$ cat config.mk
export PLATFORM = sky130hd
export DESIGN_NAME = bhpl_ctrl
export DESIGN_NICKNAME = d
export VERILOG_FILES = /design/src/rtl/core/bhpl_pkg.sv /design/src/rtl/core/bhpl_ctrl.sv
export SDC_FILE = /design/constraint.sdc
export NUM_CORES = 1
export LEC_CHECK = 0
export BUFFER_PORTS_ARGS = -buffer_cell sky130_fd_sc_hd__buf_2
export CORE_AREA = 3 3 40 42
export CTS_CLUSTER_SIZE = 30
export DETAILED_ROUTE_END_ITERATION = 8
export DIE_AREA = 0 0 43 45
export GPL_ROUTABILITY_DRIVEN = 0
export GPL_TIMING_DRIVEN = 0
export PLACE_DENSITY = 0.63
export SLEW_MARGIN = 0
export SYNTH_ARGS = -nofsm -noshare
export SYNTH_HDL_FRONTEND = slang
export SYNTH_SLANG_ARGS = --single-unit
$ cat constraint.sdc
create_clock -name aclk -period 1.6 [get_ports aclk]
set_clock_uncertainty 0.1 [all_clocks]
set_input_delay 0.08 -clock aclk [delete_from_list [all_inputs] [get_ports aclk]]
set_output_delay 0.08 -clock aclk [all_outputs]
set_load 0.05 [all_outputs]
$ cat src/rtl/core/bhpl_pkg.sv
`timescale 1ns / 1ps

package bhpl_pkg;

    // Histogram geometry
    localparam int SLICES         = 25;
    localparam int HIST_BINS      = 2500;
    localparam int BINS_PER_SLICE = HIST_BINS + 1;          // unit bins plus overflow
    localparam int MEM_DEPTH      = SLICES * BINS_PER_SLICE;
    localparam int ADDR_W         = $clog2(MEM_DEPTH);

    // Field widths
    localparam int SLICE_W  = 5;
    localparam int BIN_W    = 12;
    localparam int COUNT_W  = 32;
    localparam int VERTEX_W = 16;
    localparam int CHARGE_W = 17;
    localparam int Q_W      = CHARGE_W - 1;
    localparam int PCT_W    = 16;
    localparam int STATUS_W = 2;

    // Datapath widths
    localparam int TOTAL_W = 44;
    localparam int D_W     = 4;                  // interpolation weight, 0..8
    localparam int CNUM_W  = TOTAL_W + 4;        // cumulative count times 16
    localparam int NUM_W   = 60;                 // scaled numerator of the division
    localparam int QUOT_W  = 15;                 // enough for the 25600 saturation limit

    // Stream widths
    localparam int S_TDATA_W = 88;
    localparam int M_TDATA_W = 16;

    // Commands
    localparam logic CMD_LOAD  = 1'b0;
    localparam logic CMD_QUERY = 1'b1;

    // Result status codes
    localparam logic [STATUS_W-1:0] STATUS_OK       = 2'd0;
    localparam logic [STATUS_W-1:0] STATUS_NEG_CHG  = 2'd1;
    localparam logic [STATUS_W-1:0] STATUS_EMPTY    = 2'd2;
    localparam logic [STATUS_W-1:0] STATUS_LOAD_ACK = 2'd3;

    // Fixed-point constants (vertex in 1/16 cm, charge in 1/16 unit)
    localparam int VERTEX_OFFSET = 800;                  // 50 cm
    localparam int SLICE_SHIFT   = 6;                    // 4 cm slices
    localparam int OVF_Q_START   = HIST_BINS * 16 - 8;   // first charge in the overflow bin
    localparam int OVF_CENTER    = HIST_BINS * 16;
    localparam int BIN_ROUND     = 8;
    localparam int PCT_FULL      = 25600;                // 100 percent in 1/256 units
    localparam int PCT_SCALE     = 1600;                 // 100 times the 1/16 weight scale

    typedef struct packed {
        logic                cmd;
        logic [SLICE_W-1:0]  slice_index;
        logic [BIN_W-1:0]    bin_index;
        logic [COUNT_W-1:0]  bin_count;
        logic [VERTEX_W-1:0] vertex;
        logic [CHARGE_W-1:0] charge_sum;
    } item_t;

    typedef struct packed {
        logic cap;
        logic setup;
        logic clr_step;
        logic ld_wr;
        logic walk_step;
        logic mix;
        logic scale;
        logic numer;
        logic div_start;
        logic out_load;
    } ctrl_cmd_t;

    typedef struct packed {
        logic clr_last;
        logic is_load;
        logic skip;
        logic walk_last;
        logic div_done;
        logic out_free;
    } dp_status_t;

endpackage

$ cat src/rtl/core/bhpl_ctrl.sv
`timescale 1ns / 1ps

module bhpl_ctrl (
    input  logic                  aclk,
    input  logic                  aresetn,
    input  logic                  s_tvalid,
    output logic                  s_tready,
    input  bhpl_pkg::dp_status_t  status,
    output bhpl_pkg::ctrl_cmd_t   cmd
);

    localparam logic [3:0] ST_CLEAR = 4'd0;
    localparam logic [3:0] ST_IDLE  = 4'd1;
    localparam logic [3:0] ST_SETUP = 4'd2;
    localparam logic [3:0] ST_ROUTE = 4'd3;
    localparam logic [3:0] ST_LD_WR = 4'd4;
    localparam logic [3:0] ST_WALK  = 4'd5;
    localparam logic [3:0] ST_DRAIN = 4'd6;
    localparam logic [3:0] ST_MIX   = 4'd7;
    localparam logic [3:0] ST_SCALE = 4'd8;
    localparam logic [3:0] ST_NUMER = 4'd9;
    localparam logic [3:0] ST_DIVGO = 4'd10;
    localparam logic [3:0] ST_DIVW  = 4'd11;
    localparam logic [3:0] ST_OUT   = 4'd12;

    logic [3:0] state_reg, state_next;

    always_comb begin
        state_next = state_reg;
        cmd        = '0;
        s_tready   = 1'b0;
        unique case (state_reg)
            ST_CLEAR: begin
                cmd.clr_step = 1'b1;
                if (status.clr_last) begin
                    state_next = ST_IDLE;
                end
            end
            ST_IDLE: begin
                s_tready = 1'b1;
                if (s_tvalid) begin
                    cmd.cap    = 1'b1;
                    state_next = ST_SETUP;
                end
            end
            ST_SETUP: begin
                cmd.setup  = 1'b1;
                state_next = ST_ROUTE;
            end
            ST_ROUTE: begin
                priority if (status.is_load) begin
                    state_next = ST_LD_WR;
                end else if (status.skip) begin
                    state_next = ST_OUT;
                end else begin
                    state_next = ST_WALK;
                end
            end
            ST_LD_WR: begin
                cmd.ld_wr  = 1'b1;
                state_next = ST_OUT;
            end
            ST_WALK: begin
                cmd.walk_step = 1'b1;
                if (status.walk_last) begin
                    state_next = ST_DRAIN;
                end
            end
            ST_DRAIN: state_next = ST_MIX;
            ST_MIX: begin
                cmd.mix    = 1'b1;
                state_next = ST_SCALE;
            end
            ST_SCALE: begin
                cmd.scale  = 1'b1;
                state_next = ST_NUMER;
            end
            ST_NUMER: begin
                cmd.numer  = 1'b1;
                state_next = ST_DIVGO;
            end
            ST_DIVGO: begin
                cmd.div_start = 1'b1;
                state_next    = ST_DIVW;
            end
            ST_DIVW: begin
                if (status.div_done) begin
                    state_next = ST_OUT;
                end
            end
            ST_OUT: begin
                if (status.out_free) begin
                    cmd.out_load = 1'b1;
                    state_next   = ST_IDLE;
                end
            end
            default: state_next = ST_IDLE;
        endcase
    end

    always_ff @(posedge aclk) begin
        if (!aresetn) begin
            state_reg <= ST_CLEAR;
        end else begin
            state_reg <= state_next;
        end
    end

endmodule

==> impl_metrics.csv <==
group,metric,value,unit
place,portBuffers,19,
min_path,hold_path_class,"in -> reg",
yosys,postSynthAreaPerCell,7.03,µm²
yosys,syn_area,443,µm²
sta,grt_setup_unrepaired,"yes",
yosys,synth_top_area_share,0.181,
sta,clock.fmax,642,MHz
layout,antenna_cells_inserted,0,
floorplan,row_count,13,
route,firstDrtPassIters,4,
sta,setup-violations-final,0,
critical_path,cp_top_family,"buffers and inverters",
power_and_ir_drop,power.internal,0.301,mW
critical_path,critPathMostFrequentCell,"buf_4",
clock_network,cts.path.max_buffers,2,
floorplan,die_h,45,µm
clock_network,htree_levels,1,
critical_path,crit_cells,4,
sta,slew_violations,0,
grt,antenna_found_initial,0,
yosys,synth-edff-count,0,
grt,grt_pass1_vias,458,
sta,tightest_slew,0.234,ns
clock_network,cts_tree,"yes",
yosys,yosysWarningCount,0,
yosys,async_flop_share,0,
clock_network,worstSkewPairLatency,0.23,ns
layout,finalNonFillerCells,100,
floorplan,die_w,43,µm
grt,grt_usage,0.146,
critical_path,critPathSlowestCell,"dfxtp_1",
floorplan,io_pins,20,
yosys,synth_cells,63,
critical_path,crit_fanout,10,
grt,grt_max_degree,11,
power_and_ir_drop,irDropWorstVdd,403,µV
place,post-place-ws,0.153,ns
sta,post-route-period-util,0.973,
power_and_ir_drop,p_comb_frac,0.541,
critical_path,r2r_setup_slack,0.25,ns
route,drt_wl_total,1240,µm
critical_path,worst_ep_arrival_time,1.38,ns
critical_path,required,1.42,ns
job,max_cap_violations,0,
layout,design_area,701,µm²
sta,setup_ws,0.0431,ns
power_and_ir_drop,p_per_area,749,nW/µm²
route,wl_per_cell,12.4,µm
route,drcViolationCount,0,
layout,drive_gt1_frac,0.518,
power_and_ir_drop,swShare,0.427,
critical_path,endpoint,"cmd[3]",
critical_path,critical_path_buf_inv_count,2,
power_and_ir_drop,leakage,0.312,nW
layout,syn_to_final_growth,58.2,%
floorplan,core,1280,µm²
critical_path,crit_type,"reg -> out",
grt,grt_pass1_wl,2130,µm
clock_network,cts_buffers,3,
route,vias_per_cell,5.12,
floorplan,start_util,0.345,
critical_path,r2r_end,"state_reg[3]",
yosys,ys_ff_latch,4,
yosys,yosys.area.top_type,"dfxtp_1",
layout,final_nets,96,
clock_network,cts_sinks,4,
grt,gr-total-overflow,0,
power_and_ir_drop,seqPwrFrac,0.228,
clock_network,root_buffer,"clkbuf_4",
critical_path,critPathLaunch,"state_reg[1]",
route,dr.first_iter.drc_count,7,
critical_path,r2r_start,"state_reg[0]",
layout,largest_reg_flops,4,
sta,layout_min_cycle_time,1.56,ns
yosys,synthDistinctLibCells,26,
power_and_ir_drop,p_switching,0.224,mW
critical_path,cp_slowest_stage_delay,0.35,ns
layout,ff_latch_area,80.1,µm²
sta,hold_viol_final,0,
sta,slew_headroom,0.842,
power_and_ir_drop,power.clock.fraction,0.231,
yosys,synthTopCellsByArea,"dfxtp_1, nor3_1, nand2_1, nand2b_1, mux2i_1",
layout,nFillCells,135,
critical_path,path_cells,"buf_4, nand2b_1, nor3_2, buf_4",
place,dp_hpwl,901,µm
clock_network,ctsHoldBuffers,0,
critical_path,critPathLaunchType,"flip-flop",
route,vias,512,
place,place_area,604,µm²
yosys,synthFlopType,"dfxtp_1",
yosys,syn_nets,72,
layout,multi_input_area,375,µm²
place,post-place-cells,97,
status,outcome,"complete, no violations",
clock_network,clkTransAtPathRegs,0.04,ns
yosys,yosysMostFrequentCell,"nand2_1",
yosys,ys_seq_area_frac,0.181,
critical_path,reg2reg_depth,5,
floorplan,die-area,1940,µm²
sta,finalSetupTns,0,ns
critical_path,end_kind,"output pin",
yosys,ys_top_cells_by_count,"nand2_1, nor3_1, nor2_1",
route,ant_nets,0,
-- worst register-to-register path, stage by stage, from the launching register on --
cell and delay, ns:
dfxtp_1 0.36, buf_4 0.21, nor3b_2 0.22, a2bb2oi_2 0.09, nand2_1 0.12, mux2i_1 0.19
-- placed cells by master, fill, tap and decap left out, drive strengths merged, types with 2 or more instances in the layout --
cell type  synthesis  final
a31oi              2      2
buf                6     24
clkbuf             0      4
dfxtp              4      4
inv                2      2
mux2i              3      3
nand2              9      9
nand2b             5      5
nor2               7      7
nor3               8      8
nor3b              2      2
o21ai              4      4
-- final cells by class --
type	instances	area share
Multi-Input combinational cell	51	0.536
Clock buffer	3	0.0321
Tap cell	15	0.0268
Buffer	6	0.0857
Timing Repair Buffer	19	0.195
Inverter	2	0.0107
Sequential cell	4	0.114
-- timing repair --
action,in CTS,in global routing
buffers inserted,0,0
gates resized for setup,8,20
pin swaps,0,1
setup endpoints to repair,7,11
gates cloned,0,0
-- worst min path at each step --
stage | startpoint | end | slack (ns) | cells after the start
final | aresetn | state_reg[0] | 0.02 | 3
after global placement | aresetn | state_reg[0] | 0.25 | 3
after floorplan | aresetn | state_reg[0] | 0.1 | 2
after CTS | aresetn | state_reg[0] | 0.007 | 3
after detailed placement | aresetn | state_reg[0] | 0.25 | 3
after global routing | aresetn | state_reg[0] | 0.04 | 3
-- power groups by stage --
stage	sequential [mW]	clock (mW)	combinational, mW
after global routing	0.121	0.140	0.304
after floorplan	0.118	0	0.204
final	0.120	0.121	0.284
after global placement	0.119	0	0.252
after CTS	0.118	0.128	0.266
after detailed placement	0.120	0	0.255
-- per-stage QoR --
step                      power [mW]  hold slack, ns  utilization
after floorplan                0.321          0.0962            -
after global placement         0.372           0.255        0.470
after detailed placement       0.374           0.254        0.470
after CTS                      0.512         0.00681        0.503
after global routing           0.564          0.0376        0.545
final                          0.525          0.0169        0.545
-- cells by family (layout without fill, tap and decap cells) --
group,Yosys count,count (layout),share of synthesized area
AND/OR/NAND/NOR,37,37,0.438
AO/OA/AOI/OAI,11,11,0.192
buffers and inverters,8,30,0.121
flip-flops,4,4,0.181
multiplexers,3,3,0.0678
-- per-layer routing --
layer,vias up,share of wire,track usage
met3,0,0.044,0.0598
met4,0,0,0.0181
met2,15,0.50,0.201
met5,-,0,0
met1,234,0.46,0.217
li1,263,-,-
No activity file was read; power rests on OpenSTA's default activity.
